File: config.mk
export PLATFORM = sky130hd
export DESIGN_NAME = fmmac_ram
export DESIGN_NICKNAME = d
export VERILOG_FILES = /design/src/sv/fmmac_pkg.sv /design/src/sv/fmmac_ram.sv
export SDC_FILE = /design/constraint.sdc
export NUM_CORES = 1
export LEC_CHECK = 0
export BUFFER_PORTS_ARGS = -buffer_cell sky130_fd_sc_hd__buf_2
export CORE_AREA = 2 2 90 92
export CTS_CLUSTER_DIAMETER = 40
export DETAILED_ROUTE_END_ITERATION = 10
export DIE_AREA = 0 0 92 94
export PLACE_DENSITY = 0.76
export SETUP_SLACK_MARGIN = 0.3
export SYNTH_ARGS = -nofsm -noshare
export SYNTH_HDL_FRONTEND = slang
export SYNTH_SLANG_ARGS = --single-unit
File: constraint.sdc
create_clock -name clk -period 2.5 [get_ports clk]
set_clock_uncertainty 0.05 [all_clocks]
set_input_delay 0 -clock clk [delete_from_list [all_inputs] [get_ports clk]]
set_output_delay 0 -clock clk [all_outputs]
set_load 0.02 [all_outputs]
File: src/sv/fmmac_pkg.sv
// ----------------------------------------------------------------------------
// fmmac_pkg
// Shared types, constants and helpers of the fp32 matrix multiply-accumulate
// unit: default store sizes, item and register codes, binary32 constants.
// ----------------------------------------------------------------------------
package fmmac_pkg;

	// Default store sizes
	localparam int DEF_MAX_ROWS  = 128;
	localparam int DEF_MAX_DEPTH = 256;
	localparam int DEF_MAX_COLS  = 128;
	localparam int PANEL         = 32;

	// Item function codes
	localparam logic [2:0] FN_WR_A = 3'd0;
	localparam logic [2:0] FN_WR_B = 3'd1;
	localparam logic [2:0] FN_WR_C = 3'd2;
	localparam logic [2:0] FN_RUN  = 3'd3;
	localparam logic [2:0] FN_RD_C = 3'd4;

	// Configuration register indexes
	localparam logic [1:0] CFG_M_ROWS   = 2'd0;
	localparam logic [1:0] CFG_K_DEPTH  = 2'd1;
	localparam logic [1:0] CFG_N_PANELS = 2'd2;

	// Register reset values
	localparam logic [7:0] RST_M_ROWS   = 8'd128;
	localparam logic [8:0] RST_K_DEPTH  = 9'd192;
	localparam logic [2:0] RST_N_PANELS = 3'd2;

	// Exponent of the weight of bit zero, signed
	typedef logic signed [11:0] exp_t;

	localparam exp_t       EXP_BIAS   = 12'sd150;
	localparam exp_t       EXP_TINY   = -12'sd149;
	localparam exp_t       RND_SHIFT  = 12'sd38;
	localparam exp_t       EXP_TOP    = 12'sd255;
	localparam logic [31:0] QNAN_DEF  = 32'hFFC0_0000;
	localparam logic [31:0] QUIET_BIT = 32'h0040_0000;

	// Address bits for a store of the given depth
	function automatic int addr_bits(input int depth);
		return (depth > 1) ? $clog2(depth) : 1;
	endfunction

endpackage

File: src/sv/fmmac_ram.sv
// ----------------------------------------------------------------------------
// fmmac_ram
// Single-clock store with one write port and one read port; read data is
// registered and holds until the next read.
// ----------------------------------------------------------------------------
module fmmac_ram
	import fmmac_pkg::*;
#(
	parameter int DEPTH = 2,
	localparam int AW = addr_bits(DEPTH)
) (
	input  logic          clk,
	input  logic          we,
	input  logic [AW-1:0] waddr,
	input  logic [31:0]   wdata,
	input  logic          re,
	input  logic [AW-1:0] raddr,
	output logic [31:0]   rdata
);

	logic [31:0] mem [DEPTH];
	logic [31:0] rdata_q;

	// Write and registered read
	always_ff @(posedge clk) begin
		if (we) begin
			mem[waddr] <= wdata;
		end
		if (re) begin
			rdata_q <= mem[raddr];
		end
	end

	assign rdata = rdata_q;

endmodule

### Word-level counts from Yosys, hierarchy flattened

Memory sizes are Yosys's and may differ from the RTL's. A register that Yosys moved wholly into a read port is not among the register bits.
Cells that the tools add are included.

| cells by class | value |
|---|---|
| mux-type cells | 2 |

Operator list:

| operator | number |
|---|---|
| $mux W1 | 2 |

| word-level totals | value |
|---|---|
| register bits after elaboration | 0 |
| RAM bits | 64 |
| output and inout bits | 32 |
| logic and storage cells | 3 |
| memories kept | 1 |

Memory list:

| memory | depth | width | read ports | clocked after memory_dff | write ports | line | text |
|---|---|---|---|---|---|---|---|
| mem | 2 | 32 | 1 | 1 | 1 | fmmac_ram.sv:21 | `logic [31:0] mem [DEPTH];` |

### Logic depth before layout (Yosys ltp)

Gate-level depths: netlist of the first run.

| logic depth | value |
|---|---|
| word-level depth | 2 |
| gate-level depth with buffers | 3 |
| mapped depth without buffers | 1 |

### Least setup slack after synthesis of the first run

No wires, ideal clock.

| timing path | value |
|---|---|
| path kind | input to register |
| start point | in waddr |
| end point | mem mem[0][0], enable pin |
| library setup time | 425 ps |
| data arrival time | 1,452 ps |
| slack | 572 ps |
| cell stages on the path | 1 |
| cells stage by stage | nor2b_1 |

RTL lines:

| what | line | text |
|---|---|---|
| from (decl) | fmmac_ram.sv:14 | `input logic [AW-1:0] waddr,` |
| to (decl) | fmmac_ram.sv:21 |  |

Straight into the memory's write port.

### Worst setup path after layout of the first run

| timing path | value |
|---|---|
| start point | in raddr |
| end point | reg rdata_q[29] (netlist: rdata[29]) (read register of mem), data pin |

RTL lines:

| what | line | text |
|---|---|---|
| from (decl) | fmmac_ram.sv:17 | `input logic [AW-1:0] raddr,` |
| to (decl) | fmmac_ram.sv:22 | `logic [31:0] rdata_q;` |

No word-level cell between the ends.

==> results of run 1 <==
==> path summary, 6_finish.rpt <==
| kind | endpoint | slack [ns] | depth (start not counted) |
|---|---|---|---|
| setup / recovery | rdata[29] | 1.47 | 3 |
| hold / removal | mem[0][28] | 0.09 | 2 |
| setup reg to reg | rdata[12] | 1.53 | 1 |
| hold reg to reg | rdata[11] | 0.50 | 1 |
==> where the power goes <==
part / switching, mW / internal [mW]
Combinational: 0.140 / 0.150
Sequential: 0.0273 / 1.90
Clock: 0.471 / 0.655
==> state kept, by name, indices dropped and copies added, names as in the netlist <==
signal  flops
rdata      32
mem        64
==> layer usage <==
metal	part of all wire, %	GRT usage, %	vias up
met5	0	0	-
met4	1.3	6.965	0
met3	3.8	3.772	5
met2	56	22.37	35
met1	38	12.27	762
li1	-	-	753
==> cell type report <==
| cell class | count | area (sq um) |
|---|---|---|
| clock buffer | 9 | 123.9 |
| timing repair buffer | 102 | 688.2 |
| fill | 580 | 3182 |
| tap | 102 | 127.6 |
| clock inverter | 7 | 110.1 |
| sequential | 96 | 2883 |
| multi-input combinational | 34 | 493.0 |
==> cell usage in the layout, fill, tap and decap left out <==
master | netlist | final
clkinv_2 | 0 | 1
clkinvlp_4 | 0 | 1
clkbuf_8 | 0 | 9
edfxtp_1 | 96 | 96
mux2_4 | 30 | 30
and2_1 | 1 | 1
bufinv_16 | 0 | 3
nor2b_4 | 0 | 1
buf_12 | 3 | 1
dlygate4sd3_1 | 0 | 32
buf_4 | 0 | 1
clkinv_1 | 0 | 2
buf_2 | 0 | 68
mux2_2 | 2 | 2
==> timing repair <==
action,4_1_cts,5_1_grt
gates resized for setup,0,0
hold endpoints to repair,64,0
hold buffers,32,0
==> cell families (layout without fill, tap and decap cells) <==
kind of cell,Yosys count,count (layout)
muxes,32,32
DFF,96,96
buffers and inverters,4,118
and+or+nand+nor,2,2
==> stage by stage <==
stage	instances	hold slack [ns]	worst slack, ns
2_1_floorplan	134	0.04887	0.5723
3_3_place_gp	302	0.1382	1.132
3_5_place_dp	302	0.1424	1.118
4_1_cts	350	0.07956	1.488
5_1_grt	350	0.1013	1.453
6_report	350	0.09130	1.474
==> impl_results.md, run 1 <==
- Outcome: completed
- Max-Cap Viols: 0
- Worst-margin pin slew: 0.9071 ns
- Setup violations, final: 0
- Worst ir drop on vdd: 0.2868 mV
- Synth Area in Adders: 0%
- Total core area: 0.007607 sq mm
- Ant diodes: 0
- CTS tree: done
- Most used standard cell by instance count after synthesis: edfxtp_1
- Mux contribution to synthesized area: 13.75%
- Relative slew margins: 39.40%
- Final Cell Area: 0.004425 sq mm
- Placed Area: 0.003871 sq mm
- Synth Instances: 134
- CP startpoint kind: primary input
- Synth Area in Compound Gates: 0%
- Detailed-placement wirelength estimate: 3117 microns
- Worst-path clk slew: 0.09 ns
- DR vias: 1,555
- Synth Net Count: 171
- Top post-synthesis cells by area: edfxtp_1, mux2_4, buf_12, mux2_2, buf_6
- Mapped Area: 0.003440 sq mm
- Crit Path Class: in2reg
- Clock Latency Late Sink: 0.34 ns
- Crit path from: raddr
- Final hold viol count: 0
- DRT iter0 DRCs: 74
- Routed wire per std cell: 14.04 microns
- CP required: 2.54 ns
- Simple-gate share of the synthesized area: 0.3638%
- Htree depth: 3
- Placement row count: 32
- Yosys top cell area share: 83.81%
- Vias per cell: 4.443
- Synth Area per Inst: 25.67 sq um
- Final Power: 3.343 mW
- Distinct cells, synth: 7
- Crit-path cells: buf_2 > buf_12 > mux2_2
- Top delay family on crit path: buffers and inverters
- Area growth syn-to-layout: 28.66%
- Worst-path fanout max: 17
- Number of enable flip-flop cells after synthesis: 96
- CP Buf/Inv Count: 2
- Arrival time worst endpoint: 1.07 ns
- GRT overflow: 0
- Hold Crit Class: in2reg
- Final Util: 58.17%
- Asr flop ratio synth: 0%
- Die height: 94 microns
- Leakage power: 1.708 nW
- Largest stage delay, worst path: 0.44 ns
- Initial Utilization: 45.21%
- RSZ-0062 raised after global routing: false
- Slowest-stage cell, CP: buf_2
- Shortest period the worst path allows: 1.026 ns
- Post-DRT Antenna Nets: 0
- Largest family of logic cells by synthesized area: multiplexers
- Die width: 92 microns
- Die ar.: 0.008648 sq mm
- Post-route clock period utilization: 41.03%
- Synth Flop Type: edfxtp_1
- Number of global-route vias before repair: 1,619
- Input/output buffers: 68
- Drt drc: 0
- Final Max Slew Viols: 0
- Tot GR Track Use: 12.22%
- CTS Buffer Depth: 2
- Fmax: 0.9749 GHz
- Warnings from Yosys: 0
- Worst hold start: waddr
- First-pass GRT wire length: 7693 microns
- Final GP Congestion: 0.6942
- Most frequent cells after synthesis: edfxtp_1, mux2_4, buf_12
- Post-synthesis xor/xnor area fraction: 0%
- Setup TNS: 0 ns
- Seq/Total Area, Yosys: 83.81%
- Share of cells above drive strength 1: 47.18%
- Largest net degree at the start of global routing: 33
- Clock Sinks: 96
- CTS buffer count: 9
- Io pins: 69
- Initial antenna violation count: 0
- Final #Nets: 280
- Cell accounting for the most synthesized area: edfxtp_1
- Number of synthesized register bits: 96
- Detailed Routing Iterations Pass 1: 4
- CP Capture Type: flip-flop
- Pwr Density: 755.4 mW/mm^2
- RR Startpoint: mem[0][12]
- DRT Wirelength: 4915 microns
- CTS root buf: clkbuf_8
- Post-CTS Setup Bufs: 0
Note: power is estimated with default switching activity, not from simulation.
==> run 2, diff against run 1 <==
--- a/config.mk
+++ b/config.mk
@@ -5,12 +5,13 @@
 export SDC_FILE = /design/constraint.sdc
 export NUM_CORES = 1
 export LEC_CHECK = 0
+export ABC_AREA = 1
 export BUFFER_PORTS_ARGS = -buffer_cell sky130_fd_sc_hd__buf_2
-export CORE_AREA = 2 2 90 92
+export CORE_AREA = 2 2 89 91
 export CTS_CLUSTER_DIAMETER = 40
 export DETAILED_ROUTE_END_ITERATION = 10
-export DIE_AREA = 0 0 92 94
-export PLACE_DENSITY = 0.76
+export DIE_AREA = 0 0 91 93
+export PLACE_DENSITY = 0.8
 export SETUP_SLACK_MARGIN = 0.3
 export SYNTH_ARGS = -nofsm -noshare
 export SYNTH_HDL_FRONTEND = slang
==> constraint.sdc (replaced) <==
create_clock -name clk -period 0.9 [get_ports clk]
set_clock_uncertainty 0.05 [all_clocks]
set_input_delay 0 -clock clk [delete_from_list [all_inputs] [get_ports clk]]
set_output_delay 0 -clock clk [all_outputs]
set_load 0.02 [all_outputs]
==> run 2 against run 1 <==
The flow now finishes with violations (negative hold slack, negative setup slack). Global-route usage rose by 1.2 points. Register-to-register slack got worse by 1.4 ns. Non-clock buffer count rose by 6. Critical endpoint is now rdata[24]. Largest cell class unchanged.
==> impl_results.md, run 2 <==
- Outcome: complete, but fails checks
- Failing checks: negative hold slack, negative setup slack
- Cell accounting for the most synthesized area: edfxtp_1
- Number of synthesized register bits: 96
- Pwr Density: 1977 mW/mm^2
- Post-CTS Setup Bufs: 0
- Most frequent cells after synthesis: edfxtp_1, nand2_1, nand2_2
- Slowest-stage cell, CP: edfxtp_1
- Synth Instances: 204
- Number of enable flip-flop cells after synthesis: 96
- Yosys top cell area share: 85.05%
- Synth Net Count: 241
- Top post-synthesis cells by area: edfxtp_1, nand2_1, nand2_2, clkbuf_8, buf_6
- Max-Cap Viols: 0
- Drt drc: 0
- Distinct cells, synth: 9
- CP startpoint kind: flip-flop
- Placement row count: 32
- Worst-path fanout max: 1
- DRT iter0 DRCs: 65
- Asr flop ratio synth: 0%
- GRT overflow: 0
- Die height: 93 microns
- Detailed-placement wirelength estimate: 3487 microns
- Number of global-route vias before repair: 1,745
- Seq/Total Area, Yosys: 85.05%
- Largest net degree at the start of global routing: 33
- CTS buffer count: 9
- Io pins: 69
- Worst-margin pin slew: 0.2267 ns
- Routed wire per std cell: 12.76 microns
- Setup violations, final: 32
- Max reg flops: 64
- Total core area: 0.007527 sq mm
- Hold Buf Count CTS: 31
- First-pass GRT wire length: 8362 microns
- Top reg by flops: mem
- Post-route clock period utilization: 108.9%
- Largest stage delay, worst path: 0.43 ns
- Detailed Routing Iterations Pass 1: 4
- Share of cells above drive strength 1: 33.02%
- Shortest period the worst path allows: 0.9799 ns
- Hold Crit Class: in2reg
- Fmax: 1.021 GHz
- CTS tree: done
- Most common cell after layout, fill and taps aside: edfxtp_1
- Die ar.: 0.008463 sq mm
- Clock share of power: 31.7%
- Worst ir drop on vdd: 0.8395 mV
- Relative slew margins: 84.89%
- CP Capture Type: primary output
- Leakage power: 1.987 nW
- Final Power: 9.130 mW
- Warnings from Yosys: 0
- Sw frac: 20.67%
- Worst-path clk slew: 0.08 ns
- Vias per cell: 4.397
- Min setup slack post-route: -0.07988 ns
- Int Pwr: 7.243 mW
- DR vias: 1,860
- Final #Nets: 353
- CTS Buffer Depth: 2
- Final hold viol count: 30
- Cell Count, Final, Fillers Out: 423
- Psw: 1.887 mW
- Combinational power share: 9.5%
- RSZ-0062 raised after global routing: true
- Final GP Congestion: 0.6382
- Die width: 91 microns
- CP required: 0.85 ns
- Clock Sinks: 96
- DRT Wirelength: 5397 microns
- Post-DRT Antenna Nets: 0
- Mapped Area: 0.003390 sq mm
- Dpl cells: 376
- Htree depth: 3
- CTS root buf: clkbuf_8
- Initial Utilization: 45.03%
- Most frequent cells in the layout: edfxtp_1, nand2_1, buf_2, buf_6, dlymetal6s4s_1
- Final Max Slew Viols: 0
- Sequential share of power: 58.8%
- Clock Latency Late Sink: 0.34 ns
- Worst hold slack: -0.1830 ns
- Top delay family on crit path: flip-flops
- CP Buf/Inv Count: 1
- Tot GR Track Use: 13.44%
- Most used standard cell by instance count after synthesis: edfxtp_1
- Crit-path cells: buf_6
- Synth Flop Type: edfxtp_1
- Input/output buffers: 68
- Ant diodes: 0
- Area growth syn-to-layout: 36.25%
- Crit Path Class: reg2out
- Arrival time worst endpoint: 0.93 ns
- Initial antenna violation count: 0
- Synth Area per Inst: 16.62 sq um
run 2: area by class of cell:
class	instances	area, sq um
clock buffer	10	127.6
clock inverter	6	83.83
fill	586	2909
inverter	3	35.03
multi-input combinational	98	416.7
sequential	96	2883
tap	102	127.6
timing repair buffer	108	944.7
run 2: timing repair:
item                                    in CTS  in global routing
endpoints found under the setup margin      64                109
gates resized for setup                     10                 46
pin swaps                                    4                 15
hold endpoints to repair                    64                 24
run 2: path summary, 6_finish.rpt:
check                                start    endpoint  slack [ns]  cells after the start
worst max-delay path             rdata[24]   rdata[24]       -0.08                      1
worst min-delay path             wdata[31]  mem[1][31]       -0.18                      1
worst max register to register   mem[0][0]    rdata[0]        0.09                      2
worst min register to register  mem[1][28]   rdata[28]        0.45                      2
run 2: cell families after synthesis:
group,share of synthesized area (%)
AND/OR/NAND/NOR,11.59
flip-flops,85.05
buffers and inverters,3.359
run 2: routing by layer:
layer | part of all wire (%) | GRT usage [%] | vias to the layer above
li1 | - | - | 931
met1 | 41 | 15.88 | 858
met2 | 52 | 22.90 | 60
met3 | 4.4 | 2.981 | 11
met4 | 2.7 | 7.576 | 0
met5 | 0 | 0 | -
run 2: power by group through the flow:
stage	Combinational [mW]	Clock, mW	Sequential [mW]
floorplan	0.243	0	5.58
CTS	0.817	2.95	5.36
finish	0.872	2.89	5.36
global placement	0.674	0	5.44
global route	0.945	3.11	5.40
detailed placement	0.693	0	5.45
run 2: per-stage QoR:
step / util (%) / setup WS [ns] / area [sq um] / TNS [ns]
after floorplan: - / -0.05562 / 3430 / -1.932
after global placement: 52.24 / -0.03655 / 3933 / -1.966
after detailed placement: 52.24 / -0.06525 / 3933 / -3.133
after CTS: 59.59 / -0.1078 / 4486 / -1.425
after global routing: 61.35 / -0.1166 / 4618 / -2.164
final: 61.35 / -0.07988 / 4618 / -0.7610
